### config.mk
export PLATFORM = sky130hd
export DESIGN_NAME = twcar_ram
export DESIGN_NICKNAME = d
export VERILOG_FILES = /design/src/hdl/twcar_ram.sv
export SDC_FILE = /design/constraint.sdc
export NUM_CORES = 1
export LEC_CHECK = 0
export BUFFER_PORTS_ARGS = -buffer_cell sky130_fd_sc_hd__clkbuf_2
export CAP_MARGIN = 20
export CORE_ASPECT_RATIO = 1.1
export CORE_MARGIN = 4
export CORE_UTILIZATION = 60
export DETAILED_ROUTE_END_ITERATION = 10
export GPL_ROUTABILITY_DRIVEN = 0
export HOLD_SLACK_MARGIN = 0.02
export PLACE_DENSITY = 0.82
export SLEW_MARGIN = 20
export SYNTH_ARGS = -nofsm -noshare
export SYNTH_HDL_FRONTEND = slang
export SYNTH_SLANG_ARGS = --single-unit
export TNS_END_PERCENT = 20
### constraint.sdc
create_clock -name i_clk -period 1.9 [get_ports i_clk]
set_input_delay 0.19 -clock i_clk [delete_from_list [all_inputs] [get_ports i_clk]]
set_output_delay 0.19 -clock i_clk [all_outputs]
set_load 0.02 [all_outputs]
### src/hdl/twcar_ram.sv
`timescale 1ns / 1ps
`default_nettype none

module twcar_ram #(
    parameter int WIDTH  = 8,
    parameter int DEPTH  = 16,
    parameter int ADDR_W = (DEPTH > 1) ? $clog2(DEPTH) : 1
) (
    input  wire logic              i_clk,
    input  wire logic              i_we,
    input  wire logic [ADDR_W-1:0] i_waddr,
    input  wire logic [WIDTH-1:0]  i_wdata,
    input  wire logic [ADDR_W-1:0] i_raddr,
    output logic      [WIDTH-1:0]  o_rdata
);

    logic [WIDTH-1:0] mem [DEPTH];

    always_ff @(posedge i_clk) begin
        if (i_we) begin
            mem[i_waddr] <= i_wdata;
        end
        o_rdata <= mem[i_raddr];
    end

endmodule

`default_nettype wire

**Yosys cells after proc, flatten, opt, wreduce, memory -nomap -nowiden**

Memory sizes are Yosys's and may differ from the RTL's. A register that Yosys moved wholly into a read port is not among the register bits.
Cells that the tools add are included.

- Muxes and demuxes: 2

Operators by type and width:

| kind | count |
|---|---|
| 1-bit 2-to-1 mux | 2 |

- Memories kept: 1
- Output and inout port bits: 8
- Register bits: 0
- RAM bits: 128
- Bits of input ports: 18

Memories:

| name | depth | width | rd ports | clocked after memory_dff | write ports | line | RTL |
|---|---|---|---|---|---|---|---|
| mem | 16 | 8 | 1 | 1 | 1 | 17 | `logic [WIDTH-1:0] mem [DEPTH];` |

**Depth between registers and ports, before layout**

Gate-level depths: netlist (run 1).

- Depth after elaboration: 2
- Gate-level depth with buffers: 5
- Gate-level depth less buffers: 3

**Worst setup path before layout (run 1)**

Ideal clock, no wire load.

- Path type: input-to-reg
- Start point: input port i_waddr[2]
- End point: memory mem[0][0], enable pin
- Required time: 1517 ps
- Path buffers: 0
- Stages: 2
- Library setup time: 383 ps
- Arrival: 1300 ps
- Path slack: 217 ps
- Cells stage by stage: or3b_2 > nor3_1

RTL lines:

| item | line | RTL |
|---|---|---|
| from (decl) | 11 | `input wire logic [ADDR_W-1:0] i_waddr,` |
| to (decl) | 17 |  |

Straight into the memory's write port.

==> results of run 1 <==
[critical path, cell delays in order (launching register included)]
cell and delay [ns]:
edfxtp_1 0.36, mux4_1 0.52, a22oi_1 0.32, nand2_1 0.08
[power breakdown]
group,switching [uW],internal [uW]
Sequential,23.6,3350
Combinational,197,138
Clock,1240,2270
Total,1460,5760
[synth_stat cells (all sizes together)]
cell and count:
edfxtp 128, mux4 32, a22oi 16, nor2 13
nand2 9, dfxtp 8, buf 7, nor3 4
clkdlybuf4s25 3, nand2b 2, nand3b 2, and2 1
and2b 1, nand3 1, nor2b 1, or3b 1
[cell type report]
type                    instances  area, um2
flip-flops and latches        136       4000
clock buffers                  17        414
clock inverters                15        225
well taps                     111        139
fillers                       459       2190
multi-input cells              83       1060
repair buffers                 50        338
[final timing paths]
check | startpoint | to | slack, ns | depth (start not counted)
worst min register to register | mem[15][2]$_DFFE_PP_ | o_rdata[2]$_DFF_P_ | 0.66 | 3
worst max register to register | mem[9][4]$_DFFE_PP_ | o_rdata[4]$_DFF_P_ | 0.50 | 3
worst min-delay path | i_wdata[1] | mem[5][1]$_DFFE_PP_ | 0.10 | 1
worst max-delay path | mem[9][4]$_DFFE_PP_ | o_rdata[4]$_DFF_P_ | 0.50 | 3
[registers in the layout (all words and copies together), names as in the netlist]
| signal | flops |
|---|---|
| mem | 128 |
| o_rdata | 8 |
[cells by family after synthesis]
kind of cell,Yosys count
AOI/OAI and AO/OA,16
buffers and inverters,10
DFF,136
muxes,32
and+or+nand+nor,35
[cells in the final DEF (no fill, tap or decap)]
master and instances:
mux4_2 18, buf_12 2, clkbuf_2 25, or3b_2 1, nor3_1 4, clkbuf_16 16, clkinv_4 3, bufinv_16 5
inv_6 1, nor2b_1 1, nand3_1 1, buf_4 23, clkinv_2 2, a22oi_1 16, and2b_1 1, and2_1 1
clkinvlp_4 4, nand2b_1 2, edfxtp_1 128, mux4_1 14, dfxtp_1 8, nand2_1 9, clkbuf_8 1, nand3b_1 2
nor2_1 13
[through the flow]
| step | instances | total power (uW) | utilization, % | setup slack [ns] | hold WS (ns) |
|---|---|---|---|---|---|
| final | 412 | 7210 | 73.9 | 0.495 | 0.101 |
| after CTS | 412 | 7260 | 73.9 | 0.498 | 0.0766 |
| after global placement | 380 | 3760 | 66.2 | 0.232 | 0.580 |
| after global routing | 412 | 7430 | 73.9 | 0.434 | 0.121 |
| after detailed placement | 380 | 3770 | 66.2 | 0.202 | 0.614 |
| after floorplan | 229 | 3630 | - | 0.217 | 0.289 |
[routing by layer]
metal / GRT usage [%] / vias up / wire [um]
li1: - / 1100 / -
met1: 33.5 / 1300 / 4040
met2: 35.8 / 112 / 5370
met3: 5.62 / 19 / 761
met4: 8.72 / 0 / 253
met5: 0 / - / 0
==> parameters.txt, run 1 <==
Parameter                              Value

Run status
  Status ... completed

Synth
  Post-synthesis net count ... 247
  Adder-cell area share of the yosys netlist ... 0%
  Post-Syn Area per Cell ... 22.5 um2
  Yosys warning total ... 0
  Synth cell types ... 19
  Cell area after technology mapping ... between 5000 and 6000 um2
  Synth Area in Simple Gates ... under 10%
  Yosys top cell by area ... edfxtp_1
  Combinational family with the most area after synthesis ... multiplexers
  XOR/XNOR Fraction of Synth Area ... 0%
  Flip-flop and latch count after synthesis ... 136
  Cell types with the largest area share after synthesis ... edfxtp_1, mux4_2, mux4_1
  Multiplexer share of the synthesized area ... 15.0%
  Compound-Gate Fraction of Synth Area ... ~2.3%
  Cells after Synth ... 229
  Fraction of synthesized cell area taken by the top area cell type ... 74.7%
  Sequential fraction of the synthesis area ... between 70 and 80%

Route
  Drt drc ... 0
  Avg Vias per Cell ... 6.14
  Count of routing violations after the opening detailed-route iteration ... 243
  Remaining antenna violation count ... 0
  Total via count in the routed design ... 2531
  Iteration count of the initial detailed-routing pass ... 4
  Final routed wirelength across all metal layers ... ~10000 um
  Routed wire length per instance ... 25.3 um

Timing
  Relative slew slack ... between 70% and 80%
  Final-report max-slew violation count ... 0
  Unrepaired setup endpoints after global routing ... false
  Number of failing setup endpoints in the final timing report ... 0
  Post-route fraction of the period consumed by the critical path ... 73.9%
  Timing-limited maximum frequency ... 712 MHz
  Slew at the pin closest to its max-slew limit ... 0.432 ns
  Max Clock Skew ... 0.00657 ns
  Final-report hold violation count ... 0
  Aggregate negative setup slack ... 0 ns
  Post-layout min period ... 1.40 ns

Clocking
  Latest clock arrival within the worst-skew pair ... around 0.52 ns
  CTS root buf ... clkbuf_8
  CTS Buf Count ... 17
  CTS tree ... done
  Hold-fix buffer count after cts ... 0
  Depth of the CTS H-tree ... 4
  CTS Buffer Depth ... 2
  CTS clock-pin slew for the worst setup and hold paths ... roughly 0.06 ns
  Total clock sinks ... 136
  Number of buffers added for setup after CTS ... 0
  Count of cells resized by post-cts repair ... 0

Setup path
  Crit Path Class ... reg2reg
  Setup crit end kind ... flop
  Arrival @ worst endpoint ... roughly 1.8 ns
  Data required time at the worst endpoint ... 2.30 ns
  Maximum net fanout on the critical path ... 1
  Worst setup SP type ... flop

Cells and area
  Count of nets after finishing ... just over 300
  Synth-to-Final Area Change ... 20.0%
  Ratio of cells with drive above 1 in the final layout ... between 30% and 40%
  Diode count ... 0
  Final standard cell area without fillers ... 6180 um2

Die
  Die footprint ... 10100 um2
  Starting Density ... 61.5%
  Chip width ... 96.3 um
  Die extent in y ... 105 um
  I/O pin cnt ... 26
  Row count ... 35
  Std-Cell Core Area ... 8360 um2

Power
  Power Density ... 1170 nW/um2
  Largest voltage drop on the vdd net ... about 700 uV
  Leakage ... 0.00214 uW

Job
  Max-capacitance violation count ... 0

GRT
  Number of global-route vias before repair ... 2624
  Global-route usage over all layers ... 23.5%
  Number of antenna violations at the first check in global routing ... 0
  Maximum number of pins on one net before global-route repair ... 33
  Remaining Overflow, GRT ... 0
  Global-route wire length before repair ... roughly 16000 um

Placement
  Input/output buffers ... 25
  Placed wire-length estimate ... 6030 um
  Placement-stage cell area ... ~5500 um2

Worst hold path
  Class of the worst hold path ... in2reg
No activity file was read; power rests on OpenSTA's default activity.
==> run 2, diff against run 1 <==
==> constraint.sdc (replaced) <==
create_clock -name i_clk -period 1.3 [get_ports i_clk]
set_input_delay 0.13 -clock i_clk [delete_from_list [all_inputs] [get_ports i_clk]]
set_output_delay 0.13 -clock i_clk [all_outputs]
set_load 0.02 [all_outputs]
==> run 2 against run 1 <==
The flow now finishes with violations (setup timing). Cell area increased by 2.5%. Via count increased by 4.2%. Sequential power increased by 46%. First-iteration DRC count increased by 51%. Maximum frequency increased by 5.3%. Register-to-register slack got worse by 0.53 ns. Combinational power increased by 68%. Worst setup slack got worse by 0.53 ns. Clock power increased by 44%. Clock skew increased by 0.0012 ns. Sequential share of layout area decreased by 1.6 points. Critical endpoint is now o_rdata[7]$_DFF_P_.
==> parameters.txt, run 2 (synthesis results as in run 1) <==
Parameter                              Value

Die
  Die footprint ... 10100 um2
  Chip width ... 96.3 um
  Die extent in y ... between 100 and 150 um
  Row count ... 35
  I/O pin cnt ... 26
  Std-Cell Core Area ... between 8000 and 9000 um2
  Starting Density ... about three fifths

Timing
  Final WS setup ... -0.0339 ns
  Post-layout min period ... 1.33 ns
  Post-route fraction of the period consumed by the critical path ... 103%
  Final-report max-slew violation count ... 0
  Max Clock Skew ... 0.00778 ns
  Final-report hold violation count ... 0
  Number of failing setup endpoints in the final timing report ... 3
  Timing-limited maximum frequency ... 750 MHz
  Relative slew slack ... 40.3%
  Unrepaired setup endpoints after global routing ... true
  Slew at the pin closest to its max-slew limit ... 0.892 ns

Setup path
  Worst setup SP type ... flop
  Data required time at the worst endpoint ... ~1.7 ns
  Category of cells accounting for the largest share of critical-path delay ... multiplexers
  WP buf/inv ... 1
  Maximum net fanout on the critical path ... 1
  Delay of the slowest cell on the worst path ... ~0.47 ns
  Setup crit end kind ... flop
  Slowest-stage cell, CP ... mux4_2
  Crit Path Class ... reg2reg
  Arrival @ worst endpoint ... 1.73 ns
  Worst path cell trace ... mux4_2 > a22oi_2 > buf_4 > nand2_2

Clocking
  Total clock sinks ... 136
  CTS Buffer Depth ... 2
  Latest clock arrival within the worst-skew pair ... a little over 0.5 ns
  CTS root buf ... clkbuf_8
  CTS tree ... done
  Depth of the CTS H-tree ... 4
  CTS clock-pin slew for the worst setup and hold paths ... 0.06 ns
  CTS Buf Count ... 17

Cells and area
  Top library cells by usage in the layout, fill and taps aside ... edfxtp_1, buf_4, clkbuf_2
  Final non-filler cell total ... around 430
  Area used by multi-input combinational logic ... 1080 um2
  Ratio of cells with drive above 1 in the final layout ... 38.7%
  Util after Layout ... 75.7%
  Number of flip-flops under the largest register name ... 128
  Most common library cell in the layout ignoring fill and taps ... edfxtp_1
  Register containing the most flip-flops in the final layout ... mem
  Largest registers ... mem: 128 flops, o_rdata: 8 flops
  Synth-to-Final Area Change ... 23.0%
  Fill cell count ... approximately 430
  Area taken by flip-flops and latches ... between 4000 and 5000 um2
  Diode count ... 0
  Count of nets after finishing ... 320

Run status
  Violated checks ... setup timing
  Status ... finished with violations

GRT
  Maximum number of pins on one net before global-route repair ... 17
  Global-route usage over all layers ... 25.4%
  Number of global-route vias before repair ... 2828
  Remaining Overflow, GRT ... 0
  Number of antenna violations at the first check in global routing ... 0
  Global-route wire length before repair ... between 15000 and 20000 um

Route
  Count of routing violations after the opening detailed-route iteration ... 368
  Avg Vias per Cell ... 6.19
  Iteration count of the initial detailed-routing pass ... 4
  Remaining antenna violation count ... 0
  Routed wire length per instance ... roughly 26 um
  Drt drc ... 0
  Final routed wirelength across all metal layers ... between 10000 and 15000 um
  Total via count in the routed design ... 2637

Placement
  Placed wire-length estimate ... 6220 um
  Placed cell count ... 391
  Input/output buffers ... 25

Worst hold path
  Class of the worst hold path ... in2reg

Power
  Leakage ... 0.00220 uW
  Power Density ... 1670 nW/um2
  Largest voltage drop on the vdd net ... a little over 900 uV

Job
  Max-capacitance violation count ... 0
==> run 2: timing repair <==
action	in CTS	in global routing
resized for setup	10	2
hold buffers	3	0
pin swaps	1	1
hold endpoints to repair	37	0
setup buffers	0	0
gates cloned	0	0
endpoints found under the setup margin	7	7
==> run 2: area by class of cell <==
cell class	count	area share [%]
Clock inverter	14	3.24
Tap cell	111	2.19
Timing Repair Buffer	64	7.71
Clock buffer	18	6.60
Multi-Input combinational cell	83	17.0
Sequential cell	136	63.3
==> run 2: routing by layer <==
layer / share of wire (%) / track usage [%] / up-vias
li1: - / - / 1113
met1: 36 / 34.8 / 1350
met2: 52 / 39.1 / 154
met3: 9.6 / 6.62 / 20
met4: 2.8 / 10.4 / 0
met5: 0 / 0 / -
==> run 2: worst reg2reg max path, stage by stage (launching register included) <==
cell      delay [ns]
edfxtp_1        0.37
mux4_2          0.47
a22oi_2         0.18
buf_4           0.15
nand2_2         0.05
==> run 2: through the flow <==
| step | setup WS (ns) | setup TNS, ns | hold slack, ns | area, um2 | power, uW |
|---|---|---|---|---|---|
| floorplan | -0.0961 | -3.29 | 0.229 | 5150 | 5300 |
| global placement | -0.222 | -3.25 | 0.523 | 5660 | 5540 |
| detailed placement | -0.288 | -3.97 | 0.549 | 5660 | 5550 |
| CTS | -0.0347 | -0.0992 | 0.0226 | 6320 | 10600 |
| global route | -0.0757 | -0.259 | 0.0454 | 6330 | 10900 |
| finish | -0.0339 | -0.0605 | 0.0263 | 6330 | 10500 |
==> run 2: worst paths after layout <==
kind | from | endpoint | slack (ns) | cells past startpoint
min | i_wdata[6] | mem[1][6]$_DFFE_PP_ | 0.03 | 1
max reg2reg | mem[0][7]$_DFFE_PP_ | o_rdata[7]$_DFF_P_ | -0.03 | 4
min reg2reg | mem[12][1]$_DFFE_PP_ | o_rdata[1]$_DFF_P_ | 0.67 | 3
max | mem[0][7]$_DFFE_PP_ | o_rdata[7]$_DFF_P_ | -0.03 | 4
==> run 2: where the power goes <==
part / switching, uW / internal (uW)
Clock: 1760 / 3290
Sequential: 36.6 / 4900
Combinational: 307 / 255
Total: 2100 / 8450
==> run 3, diff against run 2 <==
--- a/config.mk
+++ b/config.mk
@@ -8,7 +8,7 @@
 export BUFFER_PORTS_ARGS = -buffer_cell sky130_fd_sc_hd__clkbuf_2
 export CAP_MARGIN = 20
 export CORE_ASPECT_RATIO = 1.1
-export CORE_MARGIN = 4
+export CORE_MARGIN = 2
 export CORE_UTILIZATION = 60
 export DETAILED_ROUTE_END_ITERATION = 10
 export GPL_ROUTABILITY_DRIVEN = 0
==> run 3 against run 2 <==
The flow still finishes with violations (setup timing). Final cell count fell by 3.1%. Clock power fell by 3%. Sequential share of layout area rose by 1.4 points. Global-route usage fell by 1.7 points. Maximum frequency rose by 2.5%. Clock skew barely moved. Sequential power barely moved. Count of clock-buffer cells in the layout did not move. Worst hold slack improved by 0.0098 ns. Cell area fell by 2.1%. Power fell by 1.7%. Routed wire length fell by 11%. Critical endpoint is now o_rdata[5]$_DFF_P_.
==> parameters.txt, run 3 (synthesis results as in run 1) <==
Parameter                              Value

Cells and area
  Area used by multi-input combinational logic ... about 1100 um2
  Final non-filler cell total ... between 400 and 500
  Top library cells by usage in the layout, fill and taps aside ... edfxtp_1, mux4_2, clkbuf_2
  Area taken by flip-flops and latches ... 4000 um2
  Most common library cell in the layout ignoring fill and taps ... edfxtp_1
  Number of flip-flops under the largest register name ... about 130
  Synth-to-Final Area Change ... 20.4%
  Fill cell count ... about 450
  Largest registers ... mem: 128 flops, o_rdata: 8 flops
  Ratio of cells with drive above 1 in the final layout ... 40.7%
  Register containing the most flip-flops in the final layout ... mem
  Count of nets after finishing ... roughly 300
  Diode count ... 0

Power
  Leakage ... 0.00211 uW
  Combinational cell fraction of total power ... under 10%
  Switching share of total power ... 20.4%
  Sequential power share ... 47.6%
  Sw power ... 2110 uW
  Clk network pwr share ... between 40% and 50%
  Internal power consumption ... 8260 uW
  Largest voltage drop on the vdd net ... 1090 uV
  Power Density ... 1670 nW/um2

Setup path
  Maximum net fanout on the critical path ... 1
  Worst setup SP type ... flop
  Delay of the slowest cell on the worst path ... ~0.54 ns
  WP buf/inv ... 0
  Worst reg2reg startpoint ... mem[3][5]$_DFFE_PP_
  Register-to-register setup slack ... -0.001 ns
  Data required time at the worst endpoint ... 1.71 ns
  Worst path cell trace ... mux4_2 > a22oi_2 > nand2_1
  Crit Path Class ... reg2reg
  Slowest-stage cell, CP ... mux4_2
  Start point of the critical path ... mem[3][5]$_DFFE_PP_
  Setup crit end kind ... flop
  Arrival @ worst endpoint ... 1.71 ns
  Category of cells accounting for the largest share of critical-path delay ... multiplexers

Placement
  Input/output buffers ... 25
  Placed cell count ... 381
  Placed wire-length estimate ... approximately 6200 um

Worst hold path
  Class of the worst hold path ... in2reg
  Hold path startpoint ... i_wdata[3]

Clocking
  Number of buffers added for setup after CTS ... 0
  CTS tree ... done
  CTS clock-pin slew for the worst setup and hold paths ... 0.06 ns
  CTS root buf ... clkbuf_8
  Total clock sinks ... 136
  Latest clock arrival within the worst-skew pair ... 0.52 ns
  Hold-fix buffer count after cts ... 0
  Depth of the CTS H-tree ... 4
  CTS Buffer Depth ... 2
  CTS Buf Count ... 17

Die
  I/O pin cnt ... 26
  Row count ... 35
  Chip width ... 92.3 um
  Starting Density ... 61.5%
  Std-Cell Core Area ... 8360 um2
  Die extent in y ... 101 um
  Die footprint ... approximately 9300 um2

Route
  Routed wire length per instance ... 24.4 um
  Total via count in the routed design ... 2567
  Avg Vias per Cell ... 6.22
  Count of routing violations after the opening detailed-route iteration ... 268
  Remaining antenna violation count ... 0
  Final routed wirelength across all metal layers ... 10100 um
  Iteration count of the initial detailed-routing pass ... 5
  Drt drc ... 0

Timing
  Relative slew slack ... 30.1%
  Timing-limited maximum frequency ... 769 MHz
  Unrepaired setup endpoints after global routing ... true
  Final WS setup ... -0.00122 ns
  Final-report max-slew violation count ... 0
  Post-layout min period ... 1.30 ns
  Slew at the pin closest to its max-slew limit ... 1.04 ns
  Post-route fraction of the period consumed by the critical path ... 100%
  Max Clock Skew ... ~0.0081 ns
  Number of failing setup endpoints in the final timing report ... 1
  Aggregate negative setup slack ... -0.00122 ns
  Final-report hold violation count ... 0

GRT
  Global-route usage over all layers ... 23.7%
  Number of global-route vias before repair ... 2637
  Global-route wire length before repair ... 15200 um
  Maximum number of pins on one net before global-route repair ... 20
  Remaining Overflow, GRT ... 0
  Number of antenna violations at the first check in global routing ... 0

Run status
  Status ... finished with violations
  Violated checks ... setup timing

Job
  Max-capacitance violation count ... 0
-- run 3: changes by cell type in the layout (fill, tap and decap cells not counted), moves of 2 or more --
cell | previous run | this run
inv_6 | 0 | 2
a22oi_1 | 10 | 5
clkinv_1 | 2 | 0
dlygate4sd3_1 | 3 | 0
mux4_1 | 9 | 4
buf_4 | 31 | 23
buf_12 | 5 | 3
a22oi_2 | 6 | 11
mux4_2 | 23 | 28
clkinv_4 | 2 | 4
-- run 3: final timing paths --
| path | endpoint | depth (start not counted) |
|---|---|---|
| worst min-delay path | mem[14][3]$_DFFE_PP_ | 1 |
| worst min register to register | o_rdata[1]$_DFF_P_ | 3 |
| worst max register to register | o_rdata[5]$_DFF_P_ | 3 |
| worst max-delay path | o_rdata[5]$_DFF_P_ | 3 |
-- run 3: per-layer routing --
metal,GRT usage (%),vias up,wire (um)
li1,-,1089,-
met1,29.3,1295,3970
met2,39.6,153,5120
met3,6.62,30,673
met5,0,-,0
met4,11.1,0,316
-- run 3: area by class of cell --
cell class,count,share of cell area (%)
multi-input cells,83,17.4
well taps,111,2.24
clock buffers,18,6.74
repair buffers,51,5.78
clock inverters,14,3.19
flip-flops and latches,136,64.6
-- run 3: power by group through the flow --
stage / combinational, uW / sequential, uW / clock, uW
after detailed placement: 501 / 5030 / 0
after global placement: 484 / 5020 / 0
after CTS: 521 / 4940 / 4930
after floorplan: 249 / 5050 / 0
final: 535 / 4940 / 4900
after global routing: 571 / 4940 / 5120
-- run 3: timing repair --
item / CTS / global route
pin swaps: 2 / 7
setup endpoints to repair: 6 / 8
gates resized for setup: 9 / 12
-- run 3: per-stage QoR --
stage	hold WS [ns]	worst slack (ns)	power [uW]	utilization (%)	area [um2]
6_report	0.0361	-0.00122	10400	74.1	6200
3_5_place_dp	0.549	-0.247	5530	66.5	5560
3_3_place_gp	0.547	-0.203	5500	66.5	5560
4_1_cts	0.0290	-0.0226	10400	74.0	6190
5_1_grt	0.0542	-0.0132	10600	74.1	6200
2_1_floorplan	0.229	-0.0961	5300	-	5150
